===== src/rtl/core/kmu_pkg.sv =====
`timescale 1ns / 1ps
// Shared types, widths and codes for the online k-means block.
// No dependencies.
package kmu_pkg;

  localparam int MAX_CLUSTERS = 8;
  localparam int MAX_DIMS     = 4;
  localparam int MAX_POINTS   = 1024;

  localparam int CL_W    = $clog2(MAX_CLUSTERS);
  localparam int DIM_W   = $clog2(MAX_DIMS);
  localparam int PT_W    = $clog2(MAX_POINTS);
  localparam int K_W     = 4;
  localparam int D_W     = 3;
  localparam int COORD_W = 16;
  localparam int FX_W    = 24;
  localparam int FRAC_W  = 8;
  localparam int CNT_W   = 16;
  localparam int DIFF_W  = FX_W + 1;
  localparam int SQ_W    = 2 * FX_W + 1;
  localparam int DIST_W  = SQ_W + 2;
  localparam int NUM_W   = FX_W + CNT_W + 1;
  localparam int DIVC_W  = $clog2(NUM_W + 1);
  localparam int CFG_W   = 2;

  localparam logic [CNT_W-1:0] CNT_MAX = '1;

  localparam logic [1:0] ACT_LOAD  = 2'd0;
  localparam logic [1:0] ACT_TRAIN = 2'd1;
  localparam logic [1:0] ACT_CLASS = 2'd2;
  localparam logic [1:0] ACT_NOP   = 2'd3;

  localparam logic [CFG_W-1:0] REG_CLUSTERS = 2'd0;
  localparam logic [CFG_W-1:0] REG_DIMS     = 2'd1;

  typedef struct packed {
    logic [1:0]                action;
    logic [2:0]                centroid_index;
    logic [9:0]                point_index;
    logic signed [COORD_W-1:0] coord_0;
    logic signed [COORD_W-1:0] coord_1;
    logic signed [COORD_W-1:0] coord_2;
    logic signed [COORD_W-1:0] coord_3;
  } kmu_in_t;

  typedef struct packed {
    logic [2:0]       cluster;
    logic             changed;
    logic [CNT_W-1:0] cluster_count;
  } kmu_out_t;

  typedef logic [MAX_DIMS-1:0][FX_W-1:0] kmu_vec_t;

  typedef struct packed {
    logic [DIST_W-1:0] score;
    logic [CL_W-1:0]   idx;
  } kmu_best_t;

  typedef struct packed {
    logic [K_W-1:0]        k;
    logic                  acc_clr;
    logic                  dist_en;
    logic [DIM_W-1:0]      dim;
    logic signed [FX_W-1:0] pt;
    logic                  ld_en;
    logic [CL_W-1:0]       ld_idx;
    logic                  wr_en;
    logic [CL_W-1:0]       wr_idx;
    logic [DIM_W-1:0]      wr_dim;
    logic [FX_W-1:0]       wr_val;
    logic                  inc_en;
  } kmu_ctl_t;

endpackage


===== src/rtl/core/kmu_cell.sv =====
`timescale 1ns / 1ps
// One centroid cell: coordinates, count, distance accumulator, chain stage.
// Depends on kmu_pkg.
module kmu_cell import kmu_pkg::*; (
  input  logic             clk,
  input  logic             rst_n,
  input  logic [CL_W-1:0]  cell_id,
  input  kmu_ctl_t         ctl,
  input  kmu_vec_t         ld_vec,
  input  kmu_best_t        best_in,
  output kmu_best_t        best_out,
  output kmu_vec_t         coords,
  output logic [CNT_W-1:0] count
);

  logic [FX_W-1:0]          coord_r [MAX_DIMS];
  logic [CNT_W-1:0]         cnt_r;
  logic signed [DIFF_W-1:0] diff_r;
  logic                     diff_v_r;
  logic [SQ_W-1:0]          sq_r;
  logic                     sq_v_r;
  logic [DIST_W-1:0]        acc_r;
  kmu_best_t                best_r;
  logic signed [2*DIFF_W-1:0] sq_full;
  logic                     mine;

  assign sq_full = diff_r * diff_r;
  assign mine    = (cell_id == '0) ||
                   (({1'b0, cell_id} < ctl.k) && (acc_r < best_in.score));

  always_ff @(posedge clk) begin
    if (!rst_n) begin
      for (int d = 0; d < MAX_DIMS; d++) coord_r[d] <= '0;
      cnt_r    <= '0;
      diff_v_r <= 1'b0;
      sq_v_r   <= 1'b0;
    end else begin
      if (ctl.ld_en && ctl.ld_idx == cell_id) begin
        for (int d = 0; d < MAX_DIMS; d++) coord_r[d] <= ld_vec[d];
      end
      if (ctl.wr_en && ctl.wr_idx == cell_id) begin
        coord_r[ctl.wr_dim] <= ctl.wr_val;
      end
      if (ctl.inc_en && ctl.wr_idx == cell_id && cnt_r != CNT_MAX) begin
        cnt_r <= cnt_r + 1'b1;
      end
      diff_v_r <= ctl.dist_en;
      sq_v_r   <= diff_v_r;
    end
  end

  always_ff @(posedge clk) begin
    diff_r <= DIFF_W'(ctl.pt) - DIFF_W'($signed(coord_r[ctl.dim]));
    sq_r   <= sq_full[SQ_W-1:0];
    if (ctl.acc_clr) begin
      acc_r <= '0;
    end else if (sq_v_r) begin
      acc_r <= acc_r + DIST_W'(sq_r);
    end
    if (mine) begin
      best_r.score <= acc_r;
      best_r.idx   <= cell_id;
    end else begin
      best_r <= best_in;
    end
  end

  always_comb begin
    for (int d = 0; d < MAX_DIMS; d++) coords[d] = coord_r[d];
  end
  assign count    = cnt_r;
  assign best_out = best_r;

endmodule


===== config.mk =====
export PLATFORM = sky130hd
export DESIGN_NAME = kmu_cell
export DESIGN_NICKNAME = d
export VERILOG_FILES = /design/src/rtl/core/kmu_pkg.sv /design/src/rtl/core/kmu_cell.sv
export SDC_FILE = /design/constraint.sdc
export NUM_CORES = 2
export LEC_CHECK = 0
export BUFFER_PORTS_ARGS = -buffer_cell sky130_fd_sc_hd__buf_2
export CAP_MARGIN = 20
export CORE_MARGIN = 5
export CORE_UTILIZATION = 30
export DETAILED_ROUTE_END_ITERATION = 16
export GPL_TIMING_DRIVEN = 0
export REMOVE_ABC_BUFFERS = 1
export SYNTH_ARGS = -nofsm -noshare
export SYNTH_HDL_FRONTEND = slang
export SYNTH_SLANG_ARGS = --single-unit
export TNS_END_PERCENT = 30

===== constraint.sdc =====
create_clock -name clk -period 17.8 [get_ports clk]
set_input_delay 3.56 -clock clk [delete_from_list [all_inputs] [get_ports clk]]
set_output_delay 3.56 -clock clk [all_outputs]
set_load 0.01 [all_outputs]

# After elaboration in Yosys (flattened, before gate mapping)
# Memory sizes are Yosys's and may differ from the RTL's.
# Cells that the tools add are included.
[word_totals]
ff_bits = 197
mem_bits_rw = 96
in_bits = 222
word_cells = 41
memories = 1
[memory_table]
columns = ["memory", "depth", "word_bits", "read_ports", "rd_clocked_by_memory_dff", "wr", "line_no", "text"]
rows = [
  ["coord_r", 4, 24, 5, 0, 5, "kmu_cell.sv:16", "logic [FX_W-1:0] coord_r [MAX_DIMS];"],
]
[classes]
add_sub_neg = 3
multipliers = 1
order_cmp = 2
n_eq_ne = 3
mux = 12
n_bitwise = 4
reduce_logical = 7
[op_table]
columns = ["cell", "n"]
rows = [
  ["two-way mux 24 bit", 4],
  ["two-way mux 54 bit", 1],
  ["adder 51 x 49 -> 51 bit", 1],
  ["less-than comparator 51 bit", 1],
  ["multiplier 25 x 25 -> 49 bit", 1],
  ["subtractor 24 x 24 -> 25 bit", 1],
  ["adder 16 x 1 -> 16 bit, second input constant", 1],
  ["!= test 16 bit, second input constant", 1],
  ["two-way mux 1 bit", 7],
  ["equality test 3 bit", 2],
  ["logical AND 1 bit", 5],
  ["less-than comparator 3 x 4 -> 1 bit", 1],
  ["OR 1 bit", 4],
  ["zero test 3 bit", 1],
  ["logical OR 1 bit", 1],
]

# Depth between registers and ports, before layout
[depth]
word_depth = 6
depth_mapped = 29
mapped_depth_nobuf = 27

# Worst setup path before layout
# Ideal clock, no wire load.
[synth_timing]
path_type = "register to register"
start = "register diff_r[24]"
end = "register sq_r[48]"
arrival_time_ns = 6.955
path_slack_ns = 10.725
path_stages_with_launch = 26
path_buffers = 1
synth_period_minus_slack_ns = 7.075
path_cell_list = "dfxtp_1 > clkbuf_1 > nand2_1 > fa_1 > inv_1 > fa_1 > inv_1 > fa_1 > inv_1 > fa_1 > fa_1 > fa_1 > inv_1 > fa_1 > inv_1 > ha_1 > a211oi_1 > o21ai_0 > a31o_2 > a221o_1 > o31ai_1 > a21oi_1 > a21oi_1 > o21ai_0 > a21oi_1 > xnor2_1"
[synth_between]
elab_chain_cells = 1
[synth_lines]
columns = ["item", "line_no", "text"]
rows = [
  ["start, declared", "kmu_cell.sv:18", "logic signed [DIFF_W-1:0] diff_r;"],
  ["start signal, assigned", "kmu_cell.sv:53", "diff_r <= DIFF_W'(ctl.pt) - DIFF_W'($signed(coord_r[ctl.dim]));"],
  ["multiplier 25 x 25 -> 49 bit", "kmu_cell.sv:27", "assign sq_full = diff_r * diff_r;"],
  ["named net sq_full[48]", "kmu_cell.sv:24", "logic signed [2*DIFF_W-1:0] sq_full;"],
  ["end signal, assigned", "kmu_cell.sv:54", "sq_r <= sq_full[SQ_W-1:0];"],
  ["end, declared", "kmu_cell.sv:20", "logic [SQ_W-1:0] sq_r;"],
]
# The timed path passes the listed nets, and every way through them passes these cells.
# A chain may end at the register's enable or synchronous reset.

# Worst setup path in the final report
[layout_timing]
start = "register diff_r[23]"
end = "register sq_r[48]"
# The elaborated chain is that of the path after synthesis.

==> results.py <==
metrics = {
    "yosys": {
        "ys_seq_area_share_pct": 18.91,
        "syn-cell-area_mm2": 0.03599,
        "synth.top_cells.by_count": "811 x inv_1, 600 x fa_1, 456 x nand2_1",
        "synth_top_area_share_pct": 33.37,
        "yosys_warnings": 0,
        "synth_ff_type": "dfxtp_1",
        "synth_edf_count": 96,
        "async_reset_ff_share_pct": 0,
        "syn_avg_cell_area_um2": 9.407,
        "syn_inst": 3826,
        "ys_seq_elements": 292,
        "synth_cell_types": 66,
        "netlist_top_cells_area": "fa_1 33%, dfxtp_1 11%, ha_1 9.6%",
        "yosysMostFrequentCell": "inv_1",
        "yosysTopAreaCell": "fa_1",
    },
    "timing": {
        "slew_viol_final": 0,
        "clock.fmax_mhz": 112.3,
        "fin_skew_ns": 0.03110,
        "setup_viol": 0,
        "setup_ws_ns": 8.897,
        "setup-tns-final_ns": 0,
        "finalWorstPathRequiredPeriod_ns": 8.903,
        "worst_pin_slew_ns": 1.043,
        "period_share_pct": 50.02,
        "hold_violations": 0,
        "maxSlewHeadroom_pct": 30.39,
        "rsz0062_at_grt": "false",
    },
    "floorplan": {
        "num_rows": 127,
        "die_h_um": 356.4,
        "die_area_mm2": 0.1270,
        "die_width_um": 356.4,
        "core-area_mm2": 0.1195,
        "io_pins": 388,
        "initial_utilization_pct": 30.12,
    },
    "place": {
        "gp_congestion": 0.8989,
        "place_worst_setup_slack_ns": 8.968,
        "dp_hpwl_mm": 85.59,
        "dp_cells": 5730,
        "io_buffer_count": 387,
    },
    "setup_path": {
        "cp_top_family": "adder cells",
        "crit_chain": "inv_1 -> nor2_1 -> fa_1 -> fa_1 -> inv_1 -> fa_1 -> inv_1 -> fa_1 -> fa_1 -> fa_1 -> inv_1 -> fa_1 -> inv_1 -> ha_1 -> nand4_1 -> nor3_1 -> nand2_1 -> a211oi_1 -> o31ai_1 -> a21oi_1 -> a21oi_1 -> o21ai_0 -> a21oi_1 -> xnor2_1",
        "critPathRequiredTime_ns": 18.27,
        "slowest_stage": "dfxtp_1",
        "r2r_end": "sq_r[48]",
        "crit_fanout": 19,
        "critPathMaxStageDelay_ns": 1.00,
        "start_kind": "register",
        "crit_cells": 24,
        "reg2reg_setup_slack_ns": 8.90,
        "critical_path_arrival_ns": 9.37,
        "cp_num_buf_inv": 5,
        "reg2reg_depth": 24,
        "crit_type": "register to register",
        "r2r_start": "diff_r[23]",
        "setup.worst_path.end_class": "register",
        "critPathMostFrequentCell": "fa_1",
    },
    "clock_tree": {
        "clock_latency_ns": 0.58,
        "ctsResizeCount": 0,
        "cts_htree_levels": 2,
        "postCtsSetupBuffers": 0,
        "cts_max_path_buffers": 3,
        "cts_hold_buf": 0,
        "clkTransAtPathRegs_ns": 0.06,
        "cts_made_buffers": 38,
        "root_buffer": "clkbuf_16",
        "cts_sinks": 292,
        "cts_tree": "built",
    },
    "routing": {
        "avgViaCountPerCell": 4.605,
        "met1Wirelength_mm": 40.77,
        "drc_errors": 0,
        "maxUsedRoutingLayer": "met5",
        "routed_wl_mm": 100.8,
        "wl_per_cell_um": 17.36,
        "via_count": 26730,
        "wl_met3_mm": 8.279,
        "drt_pre_antenna_iters": 5,
        "wl_met2_mm": 47.60,
        "drt_iter0_markers": 1284,
        "antenna_left": 0,
    },
    "global_route": {
        "track_usage_pct": 16.09,
        "grt_max_degree": 50,
        "grt_pass1_vias": 29420,
        "grt_antenna_before_repair": 16,
        "overflow": 0,
        "grt_first_pass_wirelength_mm": 160.4,
    },
    "cells_and_area": {
        "fin_nets": 5258,
        "multiInputGateArea_mm2": 0.02571,
        "area.sequential_mm2": 0.006809,
        "final.fill_count": 12340,
        "synthToLayoutAreaGrowth_pct": 15.68,
        "drive_gt1_share_pct": 13.56,
        "final_cell_count_no_fill": 5804,
        "final_util_pct": 34.84,
    },
    "job": {
        "maxCapViolations": 0,
    },
    "outcome": {
        "status": "complete, no violations",
    },
    "min_path": {
        "holdPathStages": 2,
        "hold_path_class": "register to register",
        "holdPathEnd": "count[15]",
        "hold_start": "count[15]",
    },
}
per-stage QoR:
stage | area, um^2 | hold WS [ns]
floorplan | 35500 | 0.4118
global placement | 39460 | 0.4830
detailed placement | 40330 | 0.5004
CTS | 41560 | 0.5102
global route | 41630 | 0.5521
finish | 41640 | 0.5006
cells by family after synthesis:
| kind of cell | Yosys count | synth area share, % |
|---|---|---|
| compound gates | 543 | 9.198 |
| xor+xnor | 142 | 3.455 |
| fa+ha+maj | 875 | 42.93 |
| buf+inv | 940 | 9.817 |
| flops | 292 | 18.91 |
| mux | 96 | 3.654 |
| simple gates | 938 | 12.03 |
worst min-delay path, cell delays in order (launching register included):
cell and delay [ns]:
dfxtp_1 0.33, o21ai_0 0.07, a21oi_1 0.06
worst max-delay path by stage:
stage / from / to
after global placement: cell_id[1] / coord_r[0][3]
after global routing: diff_r[24] / sq_r[48]
after CTS: diff_r[23] / sq_r[48]
after detailed placement: diff_r[23] / sq_r[48]
final: diff_r[23] / sq_r[48]
after floorplan: cell_id[1] / coord_r[0][0]
sequential cells by signal, summed over array words and instances, names as in the netlist:
| register | cells |
|---|---|
| acc_r | 51 |
| best_out | 54 |
| coord_r | 96 |
| count | 16 |
| diff_r | 25 |
| diff_v_r | 1 |
| sq_r | 48 |
| sq_v_r | 1 |
area by class of cell:
type	count	share of cell area (%)
Clock buffer	49	2.431
Timing Repair Buffer	424	6.767
Antenna cell	4	0.02404
Multi-Input combinational cell	2594	61.76
Sequential cell	292	16.35
Inverter	811	7.311
Tap cell	1612	4.844
Clock inverter	18	0.5109
layout by cell type, fill, tap and decap left out, types with 47 or more instances in the layout:
cell type,n
inv_1,811
fa_1,600
nand2_1,456
buf_2,387
ha_1,275
dfxtp_1,194
o21ai_0,191
nor2_1,150
a21oi_1,134
and2_1,133
edfxtp_1,96
xnor2_1,95
a21o_1,72
xor2_1,47
per-layer routing:
layer	global-route usage [%]	vias to the layer above
li1	-	12710
met1	19.08	13050
met2	27.48	785
met3	5.086	171
met4	5.816	10
met5	0	-
Power is left out: the tool's default activity adds up to more than one toggle a clock period on the data nets, which glitch-free logic cannot reach.
