File: src/rtl/core/kmu_pkg.sv
`timescale 1ns / 1ps
// Shared types, widths and codes for the online k-means block.
// No dependencies.
package kmu_pkg;

  localparam int MAX_CLUSTERS = 8;
  localparam int MAX_DIMS     = 4;
  localparam int MAX_POINTS   = 1024;

  localparam int CL_W    = $clog2(MAX_CLUSTERS);
  localparam int DIM_W   = $clog2(MAX_DIMS);
  localparam int PT_W    = $clog2(MAX_POINTS);
  localparam int K_W     = 4;
  localparam int D_W     = 3;
  localparam int COORD_W = 16;
  localparam int FX_W    = 24;
  localparam int FRAC_W  = 8;
  localparam int CNT_W   = 16;
  localparam int DIFF_W  = FX_W + 1;
  localparam int SQ_W    = 2 * FX_W + 1;
  localparam int DIST_W  = SQ_W + 2;
  localparam int NUM_W   = FX_W + CNT_W + 1;
  localparam int DIVC_W  = $clog2(NUM_W + 1);
  localparam int CFG_W   = 2;

  localparam logic [CNT_W-1:0] CNT_MAX = '1;

  localparam logic [1:0] ACT_LOAD  = 2'd0;
  localparam logic [1:0] ACT_TRAIN = 2'd1;
  localparam logic [1:0] ACT_CLASS = 2'd2;
  localparam logic [1:0] ACT_NOP   = 2'd3;

  localparam logic [CFG_W-1:0] REG_CLUSTERS = 2'd0;
  localparam logic [CFG_W-1:0] REG_DIMS     = 2'd1;

  typedef struct packed {
    logic [1:0]                action;
    logic [2:0]                centroid_index;
    logic [9:0]                point_index;
    logic signed [COORD_W-1:0] coord_0;
    logic signed [COORD_W-1:0] coord_1;
    logic signed [COORD_W-1:0] coord_2;
    logic signed [COORD_W-1:0] coord_3;
  } kmu_in_t;

  typedef struct packed {
    logic [2:0]       cluster;
    logic             changed;
    logic [CNT_W-1:0] cluster_count;
  } kmu_out_t;

  typedef logic [MAX_DIMS-1:0][FX_W-1:0] kmu_vec_t;

  typedef struct packed {
    logic [DIST_W-1:0] score;
    logic [CL_W-1:0]   idx;
  } kmu_best_t;

  typedef struct packed {
    logic [K_W-1:0]        k;
    logic                  acc_clr;
    logic                  dist_en;
    logic [DIM_W-1:0]      dim;
    logic signed [FX_W-1:0] pt;
    logic                  ld_en;
    logic [CL_W-1:0]       ld_idx;
    logic                  wr_en;
    logic [CL_W-1:0]       wr_idx;
    logic [DIM_W-1:0]      wr_dim;
    logic [FX_W-1:0]       wr_val;
    logic                  inc_en;
  } kmu_ctl_t;

endpackage

File: src/rtl/core/kmu_div.sv
`timescale 1ns / 1ps
// Radix-2 restoring divider, signed dividend by unsigned count, truncates to zero.
// Depends on kmu_pkg.
module kmu_div import kmu_pkg::*; (
  input  logic                    clk,
  input  logic                    rst_n,
  input  logic                    start,
  input  logic signed [NUM_W-1:0] num,
  input  logic [CNT_W-1:0]        den,
  output logic                    done,
  output logic [FX_W-1:0]         quo
);

  logic [NUM_W-1:0]  mag_r;
  logic [CNT_W-1:0]  rem_r;
  logic [CNT_W-1:0]  den_r;
  logic              neg_r;
  logic [DIVC_W-1:0] cnt_r;
  logic              busy_r;
  logic              done_r;
  logic [CNT_W:0]    trial;
  logic [CNT_W:0]    shifted;
  logic [NUM_W-1:0]  signed_q;

  assign shifted  = {rem_r, mag_r[NUM_W-1]};
  assign trial    = shifted - {1'b0, den_r};
  assign signed_q = neg_r ? (~mag_r + 1'b1) : mag_r;
  assign quo      = signed_q[FX_W-1:0];
  assign done     = done_r;

  always_ff @(posedge clk) begin
    if (!rst_n) begin
      busy_r <= 1'b0;
      done_r <= 1'b0;
    end else begin
      done_r <= 1'b0;
      if (start) begin
        busy_r <= 1'b1;
      end else if (busy_r && cnt_r == DIVC_W'(1)) begin
        busy_r <= 1'b0;
        done_r <= 1'b1;
      end
    end
  end

  always_ff @(posedge clk) begin
    if (start) begin
      mag_r <= num[NUM_W-1] ? NUM_W'(-num) : NUM_W'(num);
      neg_r <= num[NUM_W-1];
      den_r <= den;
      rem_r <= '0;
      cnt_r <= DIVC_W'(NUM_W);
    end else if (busy_r) begin
      cnt_r <= cnt_r - 1'b1;
      if (!trial[CNT_W]) begin
        rem_r <= trial[CNT_W-1:0];
        mag_r <= {mag_r[NUM_W-2:0], 1'b1};
      end else begin
        rem_r <= shifted[CNT_W-1:0];
        mag_r <= {mag_r[NUM_W-2:0], 1'b0};
      end
    end
  end

endmodule

File: config.mk
export PLATFORM = sky130hd
export DESIGN_NAME = kmu_div
export DESIGN_NICKNAME = d
export VERILOG_FILES = /design/src/rtl/core/kmu_pkg.sv /design/src/rtl/core/kmu_div.sv
export SDC_FILE = /design/constraint.sdc
export NUM_CORES = 1
export LEC_CHECK = 0
export BUFFER_PORTS_ARGS = -buffer_cell sky130_fd_sc_hd__buf_2
export CORE_MARGIN = 8
export CORE_UTILIZATION = 41
export DETAILED_ROUTE_END_ITERATION = 8
export PLACE_DENSITY_LB_ADDON = 0.3
export SLEW_MARGIN = 20
export SYNTH_ARGS = -nofsm -noshare
export SYNTH_HDL_FRONTEND = slang
export SYNTH_SLANG_ARGS = --single-unit
File: constraint.sdc
create_clock -name clk -period 6.3 [get_ports clk]
set_clock_uncertainty 0.1 [all_clocks]
set_input_delay 0.63 -clock clk [delete_from_list [all_inputs] [get_ports clk]]
set_output_delay 0.63 -clock clk [all_outputs]
set_load 0.03 [all_outputs]
# Word level (Yosys, flattened, before mapping)
# Index checks and enable logic that the tools add are counted.
dict set report word_totals {
  register_bits 82
  input_bits 60
  out_inout_bits 25
  wordCells 27
}
dict set report classes {
  add_sub_neg 4
  eq_ne 1
  mux 9
  n_bitwise 2
  reduce_logical 4
}
# operator n
set ops {}
lappend ops {{41-bit two-way mux} 3}
lappend ops {{41-bit negation} 1}
lappend ops {{24-bit by 1-bit adder with 24-bit output, second input constant} 1}
lappend ops {{24-bit two-way mux} 1}
lappend ops {{24-bit NOT} 1}
lappend ops {{17-bit by 16-bit subtractor with 17-bit output} 1}
lappend ops {{16-bit two-way mux} 1}
lappend ops {{6-bit by 1-bit == test with 1-bit output, second input constant} 1}
lappend ops {{6-bit by 1-bit subtractor with 6-bit output, second input constant} 1}
lappend ops {{1-bit two-way mux} 4}
lappend ops {{2-bit nonzero test} 2}
lappend ops {{2-bit OR reduction} 1}
lappend ops {{1-bit logical AND} 1}
lappend ops {{1-bit NOT} 1}

# Longest topological paths before layout
# Gate-level depths: netlist of the first run.
dict set report depth {
  ltp_word 4
  mapped_depth 11
  ltp_nobuf 10
}

# Worst setup path after synthesis of the first run
# Ideal clock, no wire load.
dict set report synth_timing {
  path_type {flip-flop to output port}
  startpoint {register mag_r[5]}
  endpoint {output port quo[21]}
  t_arrival_ns 2.438
  t_required_ns 5.570
  setup_slack_ns 3.132
  path_stages_with_launch 8
  path_buffers 0
  cell_sequence {edfxtp_1 -> or3_1 -> or3_1 -> nor3b_2 -> nand2_1 -> o41ai_2 -> nand2_1 -> xor2_1}
}
dict set report synth_via {
  elab_chain_len 3
}
# element line
set synth_rtl {}
lappend synth_rtl {{start, declared} kmu_div.sv:14} ;# logic [NUM_W-1:0] mag_r;
lappend synth_rtl {{start signal, assigned} kmu_div.sv:48} ;# mag_r <= num[NUM_W-1] ? NUM_W'(-num) : NUM_W'(num);
lappend synth_rtl {{start signal, assigned} kmu_div.sv:57} ;# mag_r <= {mag_r[NUM_W-2:0], 1'b1};
lappend synth_rtl {{start signal, assigned} kmu_div.sv:60} ;# mag_r <= {mag_r[NUM_W-2:0], 1'b0};
lappend synth_rtl {{24-bit NOT} kmu_div.sv:27} ;# assign signed_q = neg_r ? (~mag_r + 1'b1) : mag_r;
lappend synth_rtl {{24-bit by 1-bit adder with 24-bit output} kmu_div.sv:27}
lappend synth_rtl {{24-bit two-way mux} kmu_div.sv:27}
lappend synth_rtl {{end, declared} kmu_div.sv:11} ;# output logic [FX_W-1:0] quo
# Every way passes these cells.

# Worst setup path after layout of the first run
# Same ends and word-level chain as after synthesis.

==> qor.txt, run 1 <==
# nets final: 743
placed cell areas: 5950 µm²
Min Hold Slack: 366 ps
top post-synthesis cells by count: nor2_1 (72), a21oi_1 (62), edfxtp_1 (58)
Inserted Clock Buffers: 9
initial core utilization: 0.413
via count: 4449
drt wl/cell: 14.3 µm
Main synth FF type: edfxtp_1
hold_sp: den[4]
row count: 42
# setup viols final: 0
final hold viol count: 0
Worst-path clk slew: 60 ps
Mapped Cells: 588
Internal Power: 1090 µW
r2r startpoint: den_r[0]
Sw Pwr: 465 µW
critical path peak fanout: 3
CP bufs+invs: 1
crit share post-route: 0.565
Layout area overhead: 16.0%
Sw Ratio: 0.300
FF-to-FF path depth: 9
synthesized cell area: 5380 µm²
first-pass GRT wire length: 20.1 mm
# port buffers: 84
RSZ-0062 raised after global routing: false
max-cap violations: 0
P_leak: 0.00247 µW
gr usage total: 0.147
First-pass DRT Iterations: 5
Critical-path top delay cell: edfxtp_1
htree depth: 3
most common cell in the synthesized netlist: nor2_1
Clock power frac: 0.339
Yosys warning count: 0
kind of end point of the critical path: output port
status: finished, final reports clean
synthesized flop and latch total: 82
DPL Wire Length: 8.93 mm
largest net degree at the start of global routing: 90
clock sink count: 82
CP peak stage delay: 430 ps
area leader, netlist: edfxtp_1
Slew @ Worst Pin: 953 ps
sequential share of power: 0.436
R2R Setup Slk: 3140 ps
# IOs: 85
Crit Path Class: flop to output port
Tmin final: 3560 ps
Routed WL: 12.1 mm
Worst Hold Depth: 1
largest delay contributor family on the critical path: simple AND/OR/NAND/NOR gates
latest clock arrival within the worst-skew pair: 340 ps
PwrDens: 249 nW/µm²
Peak VDD IR: 0.115 mV
sequential share of the synthesized area: 0.413
Ant. Diodes: 0
CTS resizes: 0
initial antenna violation count: 0
CTS tree: yes
post-route cell area: 6240 µm²
Gate power share: 0.225
Syn Nets: 669
clk buf depth: 2
fmax: 281 MHz
Die Y: 131 µm
CTS Hold Bufs: 0
Netlist cell types: 57
WP data arrival: 2830 ps
RD Place Congestion: 0.855
vias per cell: 5.28
Slew headroom: 0.364
Core Box Area: 13000 µm²
area share of the largest cell type after synthesis: 0.324
Post-synth ARST share: 0
number of synthesized flops with an enable pin: 58
Worst EP required: 5570 ps
Hold EP: den_r[4]
Syn Area/Cell: 9.15 µm²
DIE WIDTH: 131 µm
hold crit path type: input pin to flop
Initial DRC Count: 241
detailed-route DRC error count: 0
DRT antenna net count: 0
clock root cell: clkbuf_16
vias in the first global route: 4270
grt ovf: 0
max-slew violation count: 0
critical path cell sequence: or3_1 -> or3_1 -> nor3b_2 -> nand2_1 -> o41ai_2 -> nand2_1 -> xor2_1 -> buf_2
reg-to-reg endpoint: rem_r[2]
Post-CTS Setup Bufs: 0
largest cells by area after synthesis: edfxtp_1 (32%), dfxtp_1 (8.9%), xnor2_1 (6.8%)
Final Total Pwr: 1550 µW
CP startpoint kind: flop
area of the die: 17000 µm²
Fillers: 1284
setup TNS: 0 ps
share of cells above drive strength 1: 0.175
[layout make-up]
| type | instances | area, µm² | area share |
|---|---|---|---|
| multi-input combinational | 450 | 2940 | 0.471 |
| tap | 176 | 220 | 0.0353 |
| inverter | 33 | 124 | 0.0198 |
| timing repair buffer | 86 | 438 | 0.0702 |
| sequential | 82 | 2220 | 0.356 |
| clock inverter | 5 | 52.6 | 0.00842 |
| clock buffer | 11 | 243 | 0.0389 |
[cells in the final DEF (no fill, tap or decap), drive strengths merged, types with 3 or more instances in the layout]
master  count
nand2      48
ha         20
o31ai      14
nor2b       7
a211oi     12
dfxtp      24
o21ai      31
edfxtp     58
or3         6
nand2b     12
a21o        4
inv        34
nand4b      3
nor4b       3
nor3       11
o41ai       6
or4         3
a21oi      62
nor4        7
clkbuf     11
nor2       73
buf        86
xnor2      42
clkinv      3
xor2       33
mux2i      11
a22o        3
a31oi       7
mux2        3
nand3       6
o211ai      4
[layer usage]
metal,wire length [µm],vias to the layer above,GRT usage,part of all wire
met2,5530,97,0.237,0.46
met1,5680,2080,0.189,0.47
met3,676,14,0.0288,0.056
met4,206,0,0.0621,0.017
li1,-,2258,-,-
met5,0,-,0,0
[logic make-up after synthesis]
kind of cell	Yosys count	share of synthesized area
AOI/OAI and AO/OA	153	0.175
xor gates and xnor gates	75	0.122
adders and majority gates	21	0.0502
buffers and inverters	56	0.0405
DFF	82	0.413
muxes	14	0.0267
and+or+nand+nor	187	0.173
[flip-flops by register name, indices dropped and copies added (netlist names)]
register	flops
mag_r	41
busy_r	1
den_r	16
rem_r	16
done	1
neg_r	1
cnt_r	6
[power by group through the flow]
| stage | clock network [µW] | logic, µW | registers (µW) |
|---|---|---|---|
| 2_1_floorplan | 0 | 261 | 672 |
| 3_3_place_gp | 0 | 344 | 685 |
| 3_5_place_dp | 0 | 350 | 687 |
| 4_1_cts | 539 | 352 | 676 |
| 5_1_grt | 566 | 388 | 684 |
| 6_report | 526 | 350 | 676 |
[stage by stage]
| stage | setup WS, ps | util | instances |
|---|---|---|---|
| 2_1_floorplan | 3130 | - | 588 |
| 3_5_place_dp | 3080 | 0.456 | 827 |
| 6_report | 2740 | 0.479 | 843 |
| 3_3_place_gp | 3150 | 0.456 | 827 |
| 5_1_grt | 2510 | 0.479 | 843 |
| 4_1_cts | 2720 | 0.479 | 843 |
[worst reg2reg max path, cell delays in order, from the launching register on]
cell      delay [ps]
edfxtp_1         370
ha_1             220
fa_1             400
nand2b_1         180
a21oi_1          210
o21ai_1          220
a31o_2           310
nor2_4           440
mux2_2           410
a22o_1           190
[how the worst max path moves through the flow]
stage / endpoint / from / slack (ps) / depth (start not counted)
floorplan: quo[21] / mag_r[5] / 3130 / 7
global placement: quo[21] / mag_r[5] / 3150 / 8
detailed placement: quo[21] / mag_r[4] / 3080 / 8
CTS: quo[21] / mag_r[4] / 2720 / 8
global route: quo[22] / mag_r[5] / 2510 / 7
finish: quo[21] / mag_r[5] / 2740 / 8
Note: power is estimated with default switching activity, not from simulation.
==> inputs of run 2 (changes only) <==
--- a/config.mk
+++ b/config.mk
@@ -5,6 +5,7 @@
 export SDC_FILE = /design/constraint.sdc
 export NUM_CORES = 1
 export LEC_CHECK = 0
+export ABC_AREA = 1
 export BUFFER_PORTS_ARGS = -buffer_cell sky130_fd_sc_hd__buf_2
 export CORE_MARGIN = 8
 export CORE_UTILIZATION = 41
==> constraint.sdc (replaced) <==
create_clock -name clk -period 3.1 [get_ports clk]
set_clock_uncertainty 0.1 [all_clocks]
set_input_delay 0.31 -clock clk [delete_from_list [all_inputs] [get_ports clk]]
set_output_delay 0.31 -clock clk [all_outputs]
set_load 0.03 [all_outputs]
==> run 2 against run 1 <==
  * Power is 100% higher
  * Register-to-register slack lost 2400 ps
  * Clock-buffer cell count is the same
  * Largest power group unchanged
  * First-iteration DRC count rose by 61%
  * Worst setup slack lost 2400 ps
  * Design area is 13% higher
  * Via count up 29%
  * Non-clock buffer count rose by 4
  * Global-route usage increased by 2.0 points
  * Worst hold slack lost 330 ps
  * Synthesized cell count grew 57%
==> qor.txt, run 2 <==
status: finished, final reports clean
Largest register FFs: 41
Netlist cell types: 34
WP data arrival: 2360 ps
crit share post-route: 0.894
CP startpoint kind: flop
CTS tree: yes
DRT antenna net count: 0
clk buf depth: 2
PwrDens: 443 nW/µm²
Routed WL: 15.8 mm
synthesized flop and latch total: 82
gr usage total: 0.167
via count: 5741
top post-synthesis cells by count: nand2_1 (300), inv_1 (146), nor2_1 (91)
detailed-route DRC error count: 0
Die Y: 139 µm
Tmin final: 2770 ps
row count: 45
largest delay contributor family on the critical path: simple AND/OR/NAND/NOR gates
grt ovf: 0
CP bufs+invs: 1
drt wl/cell: 13.2 µm
critical path cell sequence: nor2_1 -> nand2_1 -> nor2_1 -> nand3_1 -> nor2_1 -> nand2_1 -> nand2_1 -> o21ai_0 -> xor2_1 -> buf_2
htree depth: 3
Slew headroom: 0.636
DIE WIDTH: 139 µm
vias in the first global route: 5544
# IOs: 85
CTS resizes: 0
largest net degree at the start of global routing: 53
sequential share of the synthesized area: 0.360
initial core utilization: 0.413
Top reg by flops: mag_r
Min Hold Slack: 35.1 ps
Core Box Area: 15000 µm²
FF-to-FF path depth: 14
latest clock arrival within the worst-skew pair: 350 ps
Yosys warning count: 0
clock sink count: 82
Syn Nets: 1005
commonest non-fill, non-tap cell in the layout: nand2_1
Worst EP required: 2690 ps
fmax: 361 MHz
Non-Filler Instances: 1196
Initial DRC Count: 389
number of synthesized flops with an enable pin: 58
vias per cell: 4.80
Worst Hold Depth: 1
max-cap violations: 0
Critical-path top delay cell: edfxtp_1
final hold viol count: 0
Worst-path clk slew: 60 ps
largest cells by area after synthesis: edfxtp_1 (28%), nand2_1 (18%), inv_1 (8.9%)
Post-synth ARST share: 0
area share of the largest cell type after synthesis: 0.282
Crit Path Class: flop to output port
synthesized cell area: 6180 µm²
CP Depth: 10
area leader, netlist: edfxtp_1
share of cells above drive strength 1: 0.125
Layout area overhead: 14.4%
# nets final: 1084
clock root cell: clkbuf_16
# setup viols final: 0
Peak VDD IR: 0.269 mV
Post-CTS Setup Bufs: 0
biggest regs: mag_r x41, den_r x16, rem_r x16
Inserted Clock Buffers: 9
Ant. Diodes: 0
CTS Hold Bufs: 0
setup TNS: 0 ps
DPL Wire Length: 12.4 mm
Main synth FF type: edfxtp_1
P_leak: 0.00353 µW
Syn Area/Cell: 6.69 µm²
commonest cells after routing, fill and taps aside: nand2_1 (300), inv_1 (146), nor2_1 (91), buf_2 (84), nand3_1 (76)
max-slew violation count: 0
CP peak stage delay: 460 ps
First-pass DRT Iterations: 5
Cells after DPL: 1180
RD Place Congestion: 0.914
Mapped Cells: 924
hold crit path type: input pin to flop
critical path peak fanout: 4
initial antenna violation count: 0
# port buffers: 84
RSZ-0062 raised after global routing: false
kind of end point of the critical path: output port
Core Util, Final: 0.472
Slew @ Worst Pin: 547 ps
first-pass GRT wire length: 26.4 mm
area of the die: 19300 µm²
most common cell in the synthesized netlist: nand2_1
## run 2: path summary, 6_finish.rpt
| check | start | end | slack [ps] |
|---|---|---|---|
| min reg2reg | rem_r[11] | rem_r[11] | 380 |
| max reg2reg | den_r[0] | rem_r[2] | 730 |
| min | den[12] | den_r[12] | 40 |
| max | mag_r[4] | quo[23] | 330 |
## run 2: kinds of logic (layout without fill, tap and decap cells)
kind of cell	after synthesis	count (layout)	synth area share
simple gates	521	521	0.353
buf+inv	170	254	0.107
compound gates	84	84	0.0715
flops	82	82	0.360
xor+xnor	46	46	0.0652
fa+ha+maj	21	21	0.0437
## run 2: layout make-up
class / instances / area (µm²)
Timing Repair Buffer: 90 / 465
Sequential cell: 82 / 2220
Fill cell: 1633 / 7910
Inverter: 148 / 556
Tap cell: 188 / 235
Clock buffer: 11 / 243
Multi-Input combinational cell: 672 / 3300
Clock inverter: 5 / 53.8
## run 2: routing by layer
metal,vias to the layer above,global-route usage,share of wire
met5,-,0,0
met4,0,0.0537,0.014
met3,13,0.0317,0.032
met2,111,0.286,0.48
met1,2534,0.208,0.47
li1,3083,-,-
## run 2: metrics by stage
step / worst slack, ps / instance area, µm² / total power, µW
after CTS: 291 / 7070 / 3170
after floorplan: 895 / 6180 / 1840
final: 329 / 7070 / 3130
after global placement: 754 / 6780 / 2080
after detailed placement: 674 / 6780 / 2080
after global routing: 107 / 7070 / 3300
## run 2: report_power, final
group	leakage (µW)	switching, µW	internal, µW	total [µW]
clock	0.000139	436	642	1080
sequential	0.000780	58.2	1280	1340
combinational	0.00262	490	225	715
total	0.00353	983	2150	3130
